<file path="src/hdl/ths_pkg.sv">
// Shared types and constants for the three-axis homing supervisor.
package ths_pkg;

    // Item command codes.
    typedef enum logic [1:0] {
        CMD_TICK = 2'd0,
        CMD_HOME = 2'd1,
        CMD_MOVE = 2'd2
    } command_t;

    // Reasons for refusing a request.
    typedef enum logic [2:0] {
        REASON_NONE     = 3'd0,
        REASON_BAD_AXIS = 3'd1,
        REASON_HALTED   = 3'd2,
        REASON_ALARM    = 3'd3,
        REASON_BUSY     = 3'd4
    } reason_t;

    // Homing sequence phases.
    typedef enum logic [2:0] {
        PH_IDLE   = 3'd0,
        PH_START  = 3'd1,
        PH_ELBOW  = 3'd2,
        PH_SETTLE = 3'd3,
        PH_PAIR   = 3'd4
    } phase_t;

    // Axis number that names no axis.
    localparam logic [1:0] AXIS_INVALID = 2'd3;

    // Per-axis masks: bit 0 base, bit 1 shoulder, bit 2 elbow.
    localparam logic [2:0] MASK_NONE     = 3'b000;
    localparam logic [2:0] MASK_BASE     = 3'b001;
    localparam logic [2:0] MASK_SHOULDER = 3'b010;
    localparam logic [2:0] MASK_PAIR     = 3'b011;
    localparam logic [2:0] MASK_ELBOW    = 3'b100;
    localparam logic [2:0] MASK_ALL      = 3'b111;

    // Settle counter limits and reset value of the settle register.
    localparam logic [7:0] SETTLE_MAX         = 8'hFF;
    localparam logic [7:0] SETTLE_TICKS_RESET = 8'd10;

endpackage

</file>
<file path="src/hdl/ths_if.sv">
// Channel interfaces: command items, result items and the settle register write.

interface ths_item_if #(
    parameter int POS_BITS = 22
);
    logic                       valid;
    logic                       ready;
    logic [1:0]                 command;
    logic [1:0]                 axis;
    logic [2:0]                 axis_alarm;
    logic [2:0]                 axis_halted;
    logic [2:0]                 axis_homing_busy;
    logic [2:0]                 axis_home_done;
    logic [2:0]                 axis_in_motion;
    logic signed [POS_BITS-1:0] current_pos;
    logic signed [POS_BITS-1:0] target_pos;

    modport source (
        output valid, command, axis, axis_alarm, axis_halted, axis_homing_busy,
               axis_home_done, axis_in_motion, current_pos, target_pos,
        input  ready
    );
    modport sink (
        input  valid, command, axis, axis_alarm, axis_halted, axis_homing_busy,
               axis_home_done, axis_in_motion, current_pos, target_pos,
        output ready
    );
endinterface

interface ths_result_if;
    logic       valid;
    logic       ready;
    logic       accepted;
    logic [2:0] reject_reason;
    logic [2:0] stop_mask;
    logic [2:0] hiz_mask;
    logic [2:0] home_start_mask;
    logic       move_start;
    logic       move_reverse;
    logic       busy_res;
    logic [2:0] homing_phase;
    logic [2:0] home_fail_mask;

    modport source (
        output valid, accepted, reject_reason, stop_mask, hiz_mask, home_start_mask,
               move_start, move_reverse, busy_res, homing_phase, home_fail_mask,
        input  ready
    );
    modport sink (
        input  valid, accepted, reject_reason, stop_mask, hiz_mask, home_start_mask,
               move_start, move_reverse, busy_res, homing_phase, home_fail_mask,
        output ready
    );
endinterface

interface ths_cfg_if;
    logic       valid;
    logic       ready;
    logic [7:0] data;

    modport source (output valid, data, input ready);
    modport sink (input valid, data, output ready);
endinterface

</file>
<file path="src/hdl/three_axis_homing_supervisor.sv">
// Top level of the three-axis homing supervisor.
//
// Usage: each beat on the item channel is a poll tick, a homing request or a
// move request, together with the current driver status flags of the base,
// shoulder and elbow axes. Every item gives exactly one beat on the result
// channel, in order. The cfg channel writes the settle tick count; it is always
// ready and should only be written while no item is in flight.
// Flow: an item accepted at a clock edge is captured in the input register,
// evaluated against the homing phase, settle counter and moving marks, and its
// result is loaded into the output register, from which it is offered.
// Throughput is one item per cycle while the receiver takes results, set by the
// single evaluation step between the input register and the output register.
// When the receiver stalls, the result holds and the input register keeps one
// more item; the item channel drops ready only when both are occupied.
// Reset clears both stages, puts the sequence in idle with no axis marked
// moving, clears the settle counter and loads a settle count of 10 ticks.
module three_axis_homing_supervisor #(
    parameter int POS_BITS = 22
) (
    input  logic         clk,
    input  logic         rst_n,
    ths_item_if.sink     item,
    ths_result_if.source result,
    ths_cfg_if.sink      cfg
);

    // Input register stage.
    logic                       s1_valid_reg;
    logic [1:0]                 cmd_reg;
    logic [1:0]                 axis_reg;
    logic [2:0]                 alarm_reg;
    logic [2:0]                 halted_reg;
    logic [2:0]                 hbusy_reg;
    logic [2:0]                 hdone_reg;
    logic [2:0]                 motion_reg;
    logic signed [POS_BITS-1:0] cur_reg;
    logic signed [POS_BITS-1:0] tgt_reg;

    // Supervisor state.
    ths_pkg::phase_t phase_reg, phase_next;
    logic [7:0]      settle_count_reg, settle_count_next;
    logic [2:0]      marks_reg, marks_next;
    logic [7:0]      settle_ticks_reg;

    // Output register stage.
    logic       out_valid_reg;
    logic       accepted_reg, accepted_next;
    logic [2:0] reason_reg, reason_next;
    logic [2:0] stop_reg, stop_next;
    logic [2:0] hiz_reg, hiz_next;
    logic [2:0] hstart_reg, hstart_next;
    logic       mstart_reg, mstart_next;
    logic       mrev_reg, mrev_next;
    logic       busy_reg, busy_next;
    logic [2:0] hphase_reg;
    logic [2:0] fail_reg, fail_next;

    logic       out_load;
    logic       in_take;
    logic [7:0] settle_inc;
    logic [2:0] axis_bit;
    logic [2:0] stopped_marks;

    // Handshake: the output stage loads when empty or drained this cycle.
    assign out_load   = s1_valid_reg && (!out_valid_reg || result.ready);
    assign item.ready = !s1_valid_reg || out_load;
    assign in_take    = item.valid && item.ready;
    assign cfg.ready  = 1'b1;

    // Settle register.
    always_ff @(posedge clk or negedge rst_n)
    begin
        if (!rst_n)
        begin
            settle_ticks_reg <= ths_pkg::SETTLE_TICKS_RESET;
        end
        else if (cfg.valid && cfg.ready)
        begin
            settle_ticks_reg <= cfg.data;
        end
    end

    // Input stage valid flag.
    always_ff @(posedge clk or negedge rst_n)
    begin
        if (!rst_n)
        begin
            s1_valid_reg <= 1'b0;
        end
        else if (item.ready)
        begin
            s1_valid_reg <= item.valid;
        end
    end

    // Input stage payload.
    always_ff @(posedge clk)
    begin
        if (in_take)
        begin
            cmd_reg    <= item.command;
            axis_reg   <= item.axis;
            alarm_reg  <= item.axis_alarm;
            halted_reg <= item.axis_halted;
            hbusy_reg  <= item.axis_homing_busy;
            hdone_reg  <= item.axis_home_done;
            motion_reg <= item.axis_in_motion;
            cur_reg    <= item.current_pos;
            tgt_reg    <= item.target_pos;
        end
    end

    // State registers advance when an item moves into the output stage.
    always_ff @(posedge clk or negedge rst_n)
    begin
        if (!rst_n)
        begin
            phase_reg        <= ths_pkg::PH_IDLE;
            settle_count_reg <= 8'd0;
            marks_reg        <= ths_pkg::MASK_NONE;
        end
        else if (out_load)
        begin
            phase_reg        <= phase_next;
            settle_count_reg <= settle_count_next;
            marks_reg        <= marks_next;
        end
    end

    assign settle_inc = (settle_count_reg == ths_pkg::SETTLE_MAX) ?
                        ths_pkg::SETTLE_MAX : settle_count_reg + 8'd1;
    assign axis_bit      = 3'b001 << axis_reg;
    assign stopped_marks = marks_reg & ~motion_reg;

    // Next state and result fields for the item in the input register.
    always_comb
    begin
        phase_next        = phase_reg;
        settle_count_next = settle_count_reg;
        marks_next        = marks_reg;
        accepted_next     = 1'b0;
        reason_next       = ths_pkg::REASON_NONE;
        stop_next         = ths_pkg::MASK_NONE;
        hiz_next          = ths_pkg::MASK_NONE;
        hstart_next       = ths_pkg::MASK_NONE;
        mstart_next       = 1'b0;
        mrev_next         = 1'b0;
        fail_next         = ths_pkg::MASK_NONE;

        case (ths_pkg::command_t'(cmd_reg))
            ths_pkg::CMD_TICK:
            begin
                // Homing sequence step.
                case (phase_reg)
                    ths_pkg::PH_START:
                    begin
                        if (alarm_reg != ths_pkg::MASK_NONE)
                        begin
                            phase_next = ths_pkg::PH_IDLE;
                        end
                        else
                        begin
                            stop_next   = ths_pkg::MASK_PAIR;
                            hstart_next = ths_pkg::MASK_ELBOW;
                            phase_next  = ths_pkg::PH_ELBOW;
                        end
                    end
                    ths_pkg::PH_ELBOW:
                    begin
                        if ((hbusy_reg & ths_pkg::MASK_ELBOW) == ths_pkg::MASK_NONE)
                        begin
                            if ((hdone_reg & ths_pkg::MASK_ELBOW) == ths_pkg::MASK_NONE)
                            begin
                                fail_next  = ths_pkg::MASK_ELBOW;
                                phase_next = ths_pkg::PH_IDLE;
                            end
                            else
                            begin
                                settle_count_next = 8'd0;
                                phase_next        = ths_pkg::PH_SETTLE;
                            end
                        end
                    end
                    ths_pkg::PH_SETTLE:
                    begin
                        settle_count_next = settle_inc;
                        if (settle_inc >= settle_ticks_reg)
                        begin
                            hstart_next = ths_pkg::MASK_PAIR;
                            phase_next  = ths_pkg::PH_PAIR;
                        end
                    end
                    ths_pkg::PH_PAIR:
                    begin
                        if ((hbusy_reg & ths_pkg::MASK_PAIR) == ths_pkg::MASK_NONE)
                        begin
                            // A failed axis stops its partner if still moving.
                            if (!hdone_reg[0])
                            begin
                                fail_next[0] = 1'b1;
                                stop_next[1] = motion_reg[1];
                            end
                            if (!hdone_reg[1])
                            begin
                                fail_next[1] = 1'b1;
                                stop_next[0] = motion_reg[0];
                            end
                            phase_next = ths_pkg::PH_IDLE;
                        end
                    end
                    default:
                    begin
                        phase_next = ths_pkg::PH_IDLE;
                    end
                endcase

                // Motion check: unmark stopped axes, float everything on an alarm on one of them.
                marks_next = marks_reg & motion_reg;
                if ((stopped_marks & alarm_reg) != ths_pkg::MASK_NONE)
                begin
                    hiz_next = ths_pkg::MASK_ALL;
                end
            end
            ths_pkg::CMD_HOME:
            begin
                if (phase_reg != ths_pkg::PH_IDLE || marks_reg != ths_pkg::MASK_NONE)
                begin
                    reason_next = ths_pkg::REASON_BUSY;
                end
                else
                begin
                    phase_next    = ths_pkg::PH_START;
                    accepted_next = 1'b1;
                end
            end
            ths_pkg::CMD_MOVE:
            begin
                if (axis_reg == ths_pkg::AXIS_INVALID)
                begin
                    reason_next = ths_pkg::REASON_BAD_AXIS;
                end
                else if ((halted_reg & axis_bit) != ths_pkg::MASK_NONE)
                begin
                    reason_next = ths_pkg::REASON_HALTED;
                end
                else if ((alarm_reg & axis_bit) != ths_pkg::MASK_NONE)
                begin
                    reason_next = ths_pkg::REASON_ALARM;
                end
                else if (phase_reg != ths_pkg::PH_IDLE ||
                         (marks_reg & axis_bit) != ths_pkg::MASK_NONE)
                begin
                    reason_next = ths_pkg::REASON_BUSY;
                end
                else
                begin
                    accepted_next = 1'b1;
                    mstart_next   = 1'b1;
                    mrev_next     = cur_reg > tgt_reg;
                    marks_next    = marks_reg | axis_bit;
                end
            end
            default:
            begin
                // Unused command code leaves the state alone.
                phase_next = phase_reg;
            end
        endcase

        busy_next = (phase_next != ths_pkg::PH_IDLE) || (marks_next != ths_pkg::MASK_NONE);
    end

    // Output stage valid flag.
    always_ff @(posedge clk or negedge rst_n)
    begin
        if (!rst_n)
        begin
            out_valid_reg <= 1'b0;
        end
        else if (!out_valid_reg || result.ready)
        begin
            out_valid_reg <= s1_valid_reg;
        end
    end

    // Output stage payload.
    always_ff @(posedge clk)
    begin
        if (out_load)
        begin
            accepted_reg <= accepted_next;
            reason_reg   <= reason_next;
            stop_reg     <= stop_next;
            hiz_reg      <= hiz_next;
            hstart_reg   <= hstart_next;
            mstart_reg   <= mstart_next;
            mrev_reg     <= mrev_next;
            busy_reg     <= busy_next;
            hphase_reg   <= phase_next;
            fail_reg     <= fail_next;
        end
    end

    assign result.valid           = out_valid_reg;
    assign result.accepted        = accepted_reg;
    assign result.reject_reason   = reason_reg;
    assign result.stop_mask       = stop_reg;
    assign result.hiz_mask        = hiz_reg;
    assign result.home_start_mask = hstart_reg;
    assign result.move_start      = mstart_reg;
    assign result.move_reverse    = mrev_reg;
    assign result.busy_res        = busy_reg;
    assign result.homing_phase    = hphase_reg;
    assign result.home_fail_mask  = fail_reg;

    // An accepted request never carries a reject reason.
    a_accept_no_reason: assert property (@(posedge clk) disable iff (!rst_n)
        (out_valid_reg && accepted_reg) |-> (reason_reg == ths_pkg::REASON_NONE))
        else $error("accepted result carries a reject reason");

    // A direction is only reported with a move start.
    a_reverse_needs_start: assert property (@(posedge clk) disable iff (!rst_n)
        (out_valid_reg && mrev_reg) |-> mstart_reg)
        else $error("move_reverse without move_start");

    // A running homing sequence always reports busy.
    a_phase_busy: assert property (@(posedge clk) disable iff (!rst_n)
        (out_valid_reg && hphase_reg != ths_pkg::PH_IDLE) |-> busy_reg)
        else $error("homing phase active but busy_res low");

    // High impedance goes to all axes or none.
    a_hiz_all: assert property (@(posedge clk) disable iff (!rst_n)
        out_valid_reg |-> (hiz_reg == ths_pkg::MASK_NONE || hiz_reg == ths_pkg::MASK_ALL))
        else $error("partial high-impedance mask");

    // An item held in the input stage is not dropped while the output stalls.
    a_hold_input: assert property (@(posedge clk) disable iff (!rst_n)
        (s1_valid_reg && !out_load) |=> s1_valid_reg)
        else $error("stalled item lost from the input register");

endmodule

</file>
<file path="src/flat_wrapper.sv">
// flat-port wrapper written by rule: the top's interface ports become plain ports
module three_axis_homing_supervisor_flat 
#(
    parameter int POS_BITS = 22
)
  (clk, rst_n, item_valid, item_command, item_axis, item_axis_alarm, item_axis_halted, item_axis_homing_busy, item_axis_home_done, item_axis_in_motion, item_current_pos, item_target_pos, item_ready, result_valid, result_accepted, result_reject_reason, result_stop_mask, result_hiz_mask, result_home_start_mask, result_move_start, result_move_reverse, result_busy_res, result_homing_phase, result_home_fail_mask, result_ready, cfg_valid, cfg_data, cfg_ready);
  ths_item_if #(.POS_BITS(POS_BITS)) item_i ();
  ths_result_if result_i ();
  ths_cfg_if cfg_i ();
  input  logic clk;
  input  logic rst_n;
  input wire logic [$bits(item_i.valid)-1:0] item_valid;
  input wire logic [$bits(item_i.command)-1:0] item_command;
  input wire logic [$bits(item_i.axis)-1:0] item_axis;
  input wire logic [$bits(item_i.axis_alarm)-1:0] item_axis_alarm;
  input wire logic [$bits(item_i.axis_halted)-1:0] item_axis_halted;
  input wire logic [$bits(item_i.axis_homing_busy)-1:0] item_axis_homing_busy;
  input wire logic [$bits(item_i.axis_home_done)-1:0] item_axis_home_done;
  input wire logic [$bits(item_i.axis_in_motion)-1:0] item_axis_in_motion;
  input wire logic [$bits(item_i.current_pos)-1:0] item_current_pos;
  input wire logic [$bits(item_i.target_pos)-1:0] item_target_pos;
  output wire logic [$bits(item_i.ready)-1:0] item_ready;
  output wire logic [$bits(result_i.valid)-1:0] result_valid;
  output wire logic [$bits(result_i.accepted)-1:0] result_accepted;
  output wire logic [$bits(result_i.reject_reason)-1:0] result_reject_reason;
  output wire logic [$bits(result_i.stop_mask)-1:0] result_stop_mask;
  output wire logic [$bits(result_i.hiz_mask)-1:0] result_hiz_mask;
  output wire logic [$bits(result_i.home_start_mask)-1:0] result_home_start_mask;
  output wire logic [$bits(result_i.move_start)-1:0] result_move_start;
  output wire logic [$bits(result_i.move_reverse)-1:0] result_move_reverse;
  output wire logic [$bits(result_i.busy_res)-1:0] result_busy_res;
  output wire logic [$bits(result_i.homing_phase)-1:0] result_homing_phase;
  output wire logic [$bits(result_i.home_fail_mask)-1:0] result_home_fail_mask;
  input wire logic [$bits(result_i.ready)-1:0] result_ready;
  input wire logic [$bits(cfg_i.valid)-1:0] cfg_valid;
  input wire logic [$bits(cfg_i.data)-1:0] cfg_data;
  output wire logic [$bits(cfg_i.ready)-1:0] cfg_ready;
  assign item_i.valid = item_valid;
  assign item_i.command = item_command;
  assign item_i.axis = item_axis;
  assign item_i.axis_alarm = item_axis_alarm;
  assign item_i.axis_halted = item_axis_halted;
  assign item_i.axis_homing_busy = item_axis_homing_busy;
  assign item_i.axis_home_done = item_axis_home_done;
  assign item_i.axis_in_motion = item_axis_in_motion;
  assign item_i.current_pos = item_current_pos;
  assign item_i.target_pos = item_target_pos;
  assign item_ready = item_i.ready;
  assign result_valid = result_i.valid;
  assign result_accepted = result_i.accepted;
  assign result_reject_reason = result_i.reject_reason;
  assign result_stop_mask = result_i.stop_mask;
  assign result_hiz_mask = result_i.hiz_mask;
  assign result_home_start_mask = result_i.home_start_mask;
  assign result_move_start = result_i.move_start;
  assign result_move_reverse = result_i.move_reverse;
  assign result_busy_res = result_i.busy_res;
  assign result_homing_phase = result_i.homing_phase;
  assign result_home_fail_mask = result_i.home_fail_mask;
  assign result_i.ready = result_ready;
  assign cfg_i.valid = cfg_valid;
  assign cfg_i.data = cfg_data;
  assign cfg_ready = cfg_i.ready;
  three_axis_homing_supervisor #(.POS_BITS(POS_BITS)) u_core (.clk(clk), .rst_n(rst_n), .item(item_i), .result(result_i), .cfg(cfg_i));
endmodule
</file>
<file path="config.mk">
export PLATFORM = sky130hd
export DESIGN_NAME = three_axis_homing_supervisor_flat
export DESIGN_NICKNAME = d
export VERILOG_FILES = /design/src/hdl/ths_pkg.sv /design/src/hdl/ths_if.sv /design/src/hdl/three_axis_homing_supervisor.sv /design/src/flat_wrapper.sv
export SDC_FILE = /design/constraint.sdc
export NUM_CORES = 1
export LEC_CHECK = 0
export ABC_CLOCK_PERIOD_IN_PS = 4300
export BUFFER_PORTS_ARGS = -buffer_cell sky130_fd_sc_hd__buf_2
export CORE_ASPECT_RATIO = 1.5
export CORE_MARGIN = 5
export CORE_UTILIZATION = 45
export CTS_CLUSTER_SIZE = 28
export DETAILED_ROUTE_END_ITERATION = 10
export MAX_ROUTING_LAYER = met4
export PLACE_DENSITY_LB_ADDON = 0.12
export SYNTH_ARGS = -nofsm -noshare
export SYNTH_HDL_FRONTEND = slang
export SYNTH_SLANG_ARGS = --single-unit
</file>
<file path="constraint.sdc">
create_clock -name clk -period 4.3 [get_ports clk]
set_input_delay 0.86 -clock clk [delete_from_list [all_inputs] [get_ports clk]]
set_output_delay 0.86 -clock clk [all_outputs]
set_load 0.03 [all_outputs]
</file>
==> impl_metrics.tcl, run 1 <==
set metrics [dict create \
    setup_viol 0 \
    cp-start-kind "register" \
    clock_latency_ps 340 \
    vias_per_cell 4.98 \
    place_congestion 0.917 \
    final_common_cell "buf_2" \
    yosysWarnings 0 \
    syn_avg_cell_area_um2 12.4 \
    ys_ff_latch 105 \
    async_flop_share 0.229 \
    routedWlPerCell_um 14.1 \
    irDropWorstVdd_v 0.000313 \
    grt_pass1_wl_mm 15.2 \
    grt_max_degree 39 \
    synth_edf_count 81 \
    cts_setup_buffers 0 \
    clock_sinks 105 \
    syn-num-nets 506 \
    clockRootBuffer "clkbuf_16" \
    netlist_area_um2 4900 \
    drv_slew 0 \
    portBuffers 98 \
    start_util 0.461 \
    ant_nets 0 \
    cts_made_buffers 9 \
    core_um2 10600 \
    synth_cell_type_count 62 \
    route.detailed.drc 0 \
    required_ps 4580 \
    critPathArrivalTime_ps 3200 \
    holdBufCountCts 0 \
    synthCells 396 \
    finalCritPeriodShare 0.680 \
    fin_skew_ps 5.84 \
    period_minus_slack_ps 2920 \
    die_area_um2 13100 \
    crit_path_end_kind "register" \
    status "finished clean" \
    pwr_density_cell_nw_per_um2 458 \
    rsz0062_at_grt "no" \
    design.portCount 101 \
    chipHeight_um 138 \
    seq_area_frac_synth 0.619 \
    dp_hpwl_mm 7.18 \
    pre_cts_ws_ps 1450 \
    antenna_found_initial 1 \
    fmax_mhz 342 \
    path_max_fanout 4 \
    clk_path_buf_depth 2 \
    grt_usage 0.156 \
    drv_cap 0 \
    drt_iter0_drc 185 \
    dr.pass1.iters 4 \
    postLayoutSetupSlackWorst_ps 1380 \
    die_x_um 95.2 \
    routed_wl_mm 9.06 \
    syn2layout_area_growth_pct 18.5 \
    slew_headroom 0.416 \
    fillers 923 \
    worst_hold_path_type "in2async" \
    cts_tree "built" \
    rows 46 \
    grt_pass1_vias 3311 \
    postCtsResizedCells 0 \
    r2r_cells 11 \
    whs_ps 503 \
    overflow 0 \
    final_cell_mix "98 x buf_2, 81 x edfxtp_1, 45 x inv_1, 36 x nand2_1, 34 x ha_1" \
    drive_above_1_share 0.264 \
    path_class "reg2reg" \
    worstMarginPinSlew_ps 876 \
    synthFlopType "edfxtp_1" \
    vias 3213 \
    path_clk_slew_ps 70 \
    hold_viol_final 0 \
    ctsHtreeMaxLevel 3 \
    p_leak_nw 2.58 \
    fin_setup_tns_ps 0 \
    nNetsFinal 605 \
]
-- where the power goes --
part           total, mW  leakage, nW  switching, mW  internal [mW]
logic              0.545         1.37          0.310          0.235
clock network      0.802        0.144          0.351          0.451
registers           1.31         1.07         0.0952           1.22
total               2.66         2.58          0.757           1.90
-- logic make-up after synthesis --
family / synth area share
mux: 0.0153
flops: 0.619
buf+inv: 0.0500
other cells: 0.00153
fa+ha+maj: 0.0868
simple gates: 0.124
xor+xnor: 0.00715
compound gates: 0.0962
-- cell type report --
class / count / area, um^2 / area share
inverter: 45 / 169 / 0.0291
tap: 144 / 180 / 0.0310
timing repair buffer: 100 / 505 / 0.0870
clock inverter: 7 / 68.8 / 0.0118
sequential: 105 / 3040 / 0.522
multi-input combinational: 234 / 1620 / 0.280
clock buffer: 9 / 225 / 0.0388
antenna: 1 / 2.50 / 0.000431
-- path summary, 6_finish.rpt --
path                                                         from                                      to  slack [ps]
max                        u_core.settle_count_reg[0]$_DFFE_PN0P_         u_core.phase_reg[1]$_DFFE_PN0P_        1380
min                                                         rst_n         u_core.phase_reg[2]$_DFFE_PN0P_         500
max reg2reg                u_core.settle_count_reg[0]$_DFFE_PN0P_         u_core.phase_reg[1]$_DFFE_PN0P_        1380
min reg2reg                       u_core.s1_valid_reg$_DFFE_PN0N_         u_core.result.valid$_DFFE_PN0P_         500
max in group asynchronous                                   rst_n  u_core.settle_ticks_reg[3]$_DFFE_PN1P_        3430
min in group clk                  u_core.s1_valid_reg$_DFFE_PN0N_         u_core.result.valid$_DFFE_PN0P_         500
-- metrics by stage --
step / area, um^2 / total power, mW / cells / util
after global routing: 5810 / 2.83 / 645 / 0.546
after detailed placement: 5510 / 1.88 / 628 / 0.518
after floorplan: 4900 / 1.73 / 396 / -
final: 5810 / 2.66 / 645 / 0.546
after global placement: 5510 / 1.87 / 628 / 0.518
after CTS: 5810 / 2.69 / 644 / 0.545
-- cells in the mapped netlist (2+ instances only) --
cell / instances / area share
nor3_1: 5 / 0.0051
nor4_1: 2 / 0.0026
dfrtp_1: 22 / 0.11
or3b_2: 2 / 0.0036
nor2_1: 18 / 0.014
o21ai_0: 23 / 0.023
mux2_2: 3 / 0.0069
edfxtp_1: 81 / 0.50
a211oi_1: 2 / 0.0031
nand4_1: 6 / 0.0077
and2_1: 2 / 0.0026
a221oi_1: 2 / 0.0036
a221o_1: 2 / 0.0041
a21oi_1: 20 / 0.020
nor2b_1: 3 / 0.0038
and4_1: 2 / 0.0036
buf_2: 4 / 0.0041
and3_1: 4 / 0.0051
nand2_1: 36 / 0.028
buf_4: 5 / 0.0077
nand2b_1: 6 / 0.0077
conb_1: 2 / 0.0015
o22ai_1: 4 / 0.0051
o211ai_1: 2 / 0.0031
o2bb2ai_1: 2 / 0.0036
inv_1: 45 / 0.034
dfstp_2: 2 / 0.011
nand3_1: 12 / 0.012
ha_1: 34 / 0.087
a21o_1: 7 / 0.011
mux2i_1: 3 / 0.0061
xnor2_1: 3 / 0.0054
-- critical path, stage by stage, from the launching register on --
cell and delay, ps:
dfrtp_1 400, ha_1 240, nand2_1 120, nor4_1 490
nor2_1 130, ha_1 290, nand2b_1 140, a21o_1 170
a21o_1 190, a211oi_1 360, nand2b_2 200, mux2_1 120
-- per-layer routing --
metal / GRT usage / part of all wire
met4: 0.0642 / 0.016
met5: - / 0
met2: 0.268 / 0.53
met1: 0.169 / 0.39
met3: 0.0404 / 0.064
Power figures use the tool's default switching activity.
==> inputs of run 2 (changes only) <==
ABC_AREA = 1   (was unset)
ABC_CLOCK_PERIOD_IN_PS = 2700   (was 4300)
clock period = 2.7 ns   (was 4.3 ns; I/O delays follow)
==> impl_metrics.tcl, run 2 <==
set metrics [dict create \
    final_cell_mix "98 x buf_2, 92 x nand2_1, 81 x edfxtp_1, 65 x inv_1, 33 x ha_1" \
    cp-start-kind "register" \
    async_flop_share 0.229 \
    fin_setup_tns_ps 0 \
    synth_cell_type_count 34 \
    slew_headroom 0.635 \
    final_util 0.557 \
    grt_usage 0.155 \
    routedWlPerCell_um 12.9 \
    cts_made_buffers 9 \
    final_common_cell "buf_2" \
    place_congestion 0.913 \
    grt_max_degree 32 \
    yosysTopAreaCell "edfxtp_1" \
    ant_nets 0 \
    clk_path_buf_depth 2 \
    netlist_area_um2 4920 \
    worstMarginPinSlew_ps 547 \
    fin_skew_ps 6.33 \
    drv_cap 0 \
    status "finished clean" \
    setup_viol 0 \
    path_class "reg2reg" \
    yosysMostFrequentCell "nand2_1" \
    syn-num-nets 573 \
    drv_slew 0 \
    num_antenna_cells 0 \
    drive_above_1_share 0.264 \
    grt_pass1_vias 3544 \
    crit_path_end_kind "register" \
    syn2layout_area_growth_pct 20.5 \
    drt_iter0_drc 114 \
    ys_ff_latch 105 \
    die_area_um2 13200 \
    clock_latency_ps 340 \
    r2r_slack_ps 240 \
    clock_sinks 105 \
    die_x_um 95.4 \
    path_max_fanout 4 \
    antenna_found_initial 0 \
    nNetsFinal 678 \
    dp_hpwl_mm 7.27 \
    yosysWarnings 0 \
    routed_wl_mm 9.25 \
    required_ps 2800 \
    synth_edf_count 81 \
    rows 46 \
    p_leak_nw 2.76 \
    clockRootBuffer "clkbuf_16" \
    chipHeight_um 138 \
    vias_per_cell 4.81 \
    netlist_top_cells_area "edfxtp_1 49%, dfrtp_1 11%, ha_1 8.6%" \
    core_um2 10600 \
    finalCritPeriodShare 0.913 \
    path_clk_slew_ps 70 \
    period_minus_slack_ps 2460 \
    fmax_mhz 406 \
    synth_commonest_cells "93 x nand2_1, 81 x edfxtp_1, 67 x inv_1" \
    start_util 0.462 \
    route.detailed.drc 0 \
    cts_tree "built" \
    vias 3447 \
    grt_pass1_wl_mm 15.6 \
    seq_area_frac_synth 0.617 \
    total_power_mw 4.60 \
    syn_avg_cell_area_um2 10.6 \
    synthCells 463 \
    irDropWorstVdd_v 0.000418 \
    hold_viol_final 0 \
    design.portCount 101 \
    synthFlopType "edfxtp_1" \
    holdBufCountCts 0 \
    ctsHtreeMaxLevel 3 \
    worst_hold_path_type "in2async" \
    portBuffers 98 \
    dr.pass1.iters 4 \
    synth_top_area_frac 0.494 \
    overflow 0 \
    whs_ps 174 \
    critPathArrivalTime_ps 2560 \
    pwr_density_cell_nw_per_um2 777 \
]
-- run 2: cell types whose count changed after synthesis, moves of 5 or more --
cell and change:
a21o_1 -5, nand2_1 +57, nand2b_1 -6, o21ai_1 +6
a21oi_1 -6, inv_1 +22, nor2_1 +14, nor2_2 +5
inv_2 +7, nand3_1 +12
-- run 2: layout make-up --
type / count / area, um^2
Sequential cell: 105 / 3040
Fill cell: 970 / 4720
Timing Repair Buffer: 102 / 533
Clock buffer: 10 / 229
Inverter: 74 / 278
Clock inverter: 6 / 91.3
Tap cell: 144 / 180
Multi-Input combinational cell: 276 / 1580
-- run 2: worst paths after layout --
check,start,endpoint,depth (start not counted)
max,u_core.settle_count_reg[1]$_DFFE_PN0P_,u_core.result.busy_res$_DFFE_PP_,20
min,rst_n,u_core.settle_ticks_reg[5]$_DFFE_PN0P_,1
max reg2reg,u_core.settle_count_reg[1]$_DFFE_PN0P_,u_core.result.busy_res$_DFFE_PP_,20
min reg2reg,u_core.settle_ticks_reg[1]$_DFFE_PN1P_,u_core.settle_ticks_reg[1]$_DFFE_PN1P_,2
max in group asynchronous,rst_n,u_core.settle_ticks_reg[1]$_DFFE_PN1P_,1
min in group clk,item_target_pos[0],u_core.tgt_reg[0]$_DFFE_PP_,1
-- run 2: cells by family after synthesis --
family / share of synthesized area
other: 0.00153
AND/OR/NAND/NOR: 0.157
XOR/XNOR: 0.00178
multiplexers: 0.00229
flip-flops: 0.617
adder cells (fa/ha/maj): 0.0865
buffers and inverters: 0.0666
AO/OA/AOI/OAI: 0.0669
-- run 2: layer usage --
layer	routed length, um	track usage	vias up
met1	3520	0.171	1571
met4	225	0.0630	0
met3	539	0.0326	18
li1	-	-	1756
met5	0	-	-
met2	4960	0.268	102
-- run 2: power breakdown --
| group | internal [mW] | switching [mW] |
|---|---|---|
| Clock | 0.817 | 0.561 |
| Combinational | 0.386 | 0.690 |
| Sequential | 1.99 | 0.155 |
-- run 2: repair_timing --
action / in CTS / in global routing
gates resized for setup: 0 / 8
setup endpoints to repair: 0 / 3
setup buffers: 0 / 1
-- run 2: worst max-delay path, stage by stage (launching register included) --
cell and delay [ps]:
dfrtp_1 410, ha_2 210, nand2_1 110, nor2_2 70, nand3_2 100, inv_2 60
nor2_1 130, inv_1 60, ha_1 290, nand2_1 70, nor2_1 40, nor2_1 80
nand2_1 60, nand2_1 70, nand2_1 50, nand2_1 80, nand2_1 50, nand2_1 50
nand2_1 80, nor2_1 100, nand2_1 50
-- run 2: per-stage QoR --
stage | cells | worst slack [ps] | cell area [um^2]
after floorplan | 463 | 66.7 | 4920
after global placement | 700 | 258 | 5580
after detailed placement | 700 | 163 | 5580
after CTS | 716 | 149 | 5900
after global routing | 717 | -41.1 | 5930
final | 717 | 236 | 5930
==> inputs of run 3 (changes only) <==
REMOVE_ABC_BUFFERS = 1   (was unset)
==> impl_metrics.tcl, run 3 (synthesis results as in run 2) <==
set metrics [dict create \
    status "finished clean" \
    slew_headroom 0.632 \
    clock_sinks 105 \
    routedWlPerCell_um 13.1 \
    crit_start "u_core.settle_count_reg[3]$_DFFE_PN0P_" \
    drive_above_1_share 0.262 \
    grt_max_degree 42 \
    final_common_cell "buf_2" \
    p_leak_nw 2.75 \
    ctsHtreeMaxLevel 3 \
    worstMarginPinSlew_ps 553 \
    antenna_found_initial 0 \
    hold_viol_final 0 \
    critPathMostFrequentCell "nand2_1" \
    chipHeight_um 138 \
    fillers 936 \
    design.portCount 101 \
    cts_tree "built" \
    finalCritPeriodShare 0.898 \
    routed_wl_mm 9.36 \
    dr.pass1.iters 4 \
    r2r_start "u_core.settle_count_reg[3]$_DFFE_PN0P_" \
    final_util 0.555 \
    grt_pass1_wl_mm 15.1 \
    route.detailed.drc 0 \
    die_area_um2 13200 \
    drv_cap 0 \
    critPathArrivalTime_ps 2530 \
    holdBufCountCts 0 \
    grt_usage 0.153 \
    rows 46 \
    multi_input_area_um2 1590 \
    clock_latency_ps 340 \
    vias_per_cell 4.77 \
    start_util 0.462 \
    critPathSlowestCell "dfrtp_1" \
    r2r_slack_ps 280 \
    die_x_um 95.4 \
    core_um2 10600 \
    crit_path_max_incr_delay_ps 390 \
    required_ps 2800 \
    clockRootBuffer "clkbuf_16" \
    period_minus_slack_ps 2420 \
    fmax_mhz 412 \
    irDropWorstVdd_v 0.000396 \
    final_cell_mix "98 x buf_2, 92 x nand2_1, 81 x edfxtp_1, 65 x inv_1, 33 x ha_1" \
    grt_pass1_vias 3388 \
    nNetsFinal 677 \
    overflow 0 \
    portBuffers 98 \
    path_max_fanout 4 \
    final-seq-area_um2 3040 \
    rsz0062_at_grt "no" \
    setup_viol 0 \
    syn2layout_area_growth_pct 20.2 \
    whs_ps 176 \
    fin_skew_ps 7.34 \
    drv_slew 0 \
    drt_iter0_drc 134 \
    worst_hold_path_type "in2async" \
    cts_made_buffers 9 \
    crit_path_end_kind "register" \
    dp_hpwl_mm 7.39 \
    cp-start-kind "register" \
    clk_path_buf_depth 2 \
    vias 3416 \
    pwr_density_cell_nw_per_um2 768 \
    num_antenna_cells 0 \
    path_class "reg2reg" \
    place_congestion 0.876 \
    path_clk_slew_ps 70 \
    ant_nets 0 \
    crit_chain "nand2_1 > inv_1 > nand2_1 > nor2_2 > nand3_2 > inv_2 > nor2_2 > inv_1 > ha_1 > nand2_1 > nor2_1 > nor2_1 > nand2_1 > nand2_1 > nand2_1 > nand2_1 > nand2_1 > nand2_1 > nand2_1 > nor2_1 > nand2_1" \
    fin_setup_tns_ps 0 \
]
[run 3: worst paths after layout]
path / endpoint / depth (start not counted)
setup / recovery: u_core.result.busy_res$_DFFE_PP_ / 21
hold / removal: u_core.settle_ticks_reg[2]$_DFFE_PN0P_ / 1
setup reg to reg: u_core.result.busy_res$_DFFE_PP_ / 21
hold reg to reg: u_core.settle_ticks_reg[1]$_DFFE_PN1P_ / 2
max in group asynchronous: u_core.settle_ticks_reg[1]$_DFFE_PN1P_ / 1
min in group clk: u_core.cur_reg[8]$_DFFE_PP_ / 1
[run 3: power by group]
part / internal, mW / switching [mW]
Sequential: 1.99 / 0.148
Clock: 0.729 / 0.587
Combinational: 0.390 / 0.692
Total: 3.11 / 1.43
[run 3: area by class of cell]
type | instances | share of cell area
clock inverter | 7 | 0.0133
multi-input combinational | 276 | 0.269
inverter | 74 | 0.0470
tap | 144 | 0.0305
timing repair buffer | 101 | 0.0889
clock buffer | 9 | 0.0381
sequential | 105 | 0.513
[run 3: worst max-delay path: cells and delay by family (launching register included)]
kind | cells | cell delay (ps)
buffers and inverters | 3 | 240
adder cells (fa/ha/maj) | 1 | 220
flip-flops | 1 | 390
AND/OR/NAND/NOR | 17 | 1340
[run 3: per-stage QoR]
stage	cells	instance area [um^2]	power [mW]	worst slack, ps
CTS	716	5880	4.56	102
floorplan	455	4870	2.92	66.7
detailed placement	700	5580	3.24	159
global placement	700	5580	3.21	244
finish	716	5910	4.54	276
global route	716	5910	4.83	2.89
[run 3: metal layers]
| layer | vias up | global-route usage | share of wire |
|---|---|---|---|
| li1 | 1758 | - | - |
| met2 | 69 | 0.265 | 0.55 |
| met4 | 0 | 0.0510 | 0.018 |
| met5 | - | - | 0 |
| met3 | 13 | 0.0423 | 0.052 |
| met1 | 1576 | 0.165 | 0.38 |
[run 3: what timing repair did]
item	CTS	global route
resized for setup	0	9
endpoints found under the setup margin	0	4
hold endpoints to repair	0	0
buffers inserted	0	0
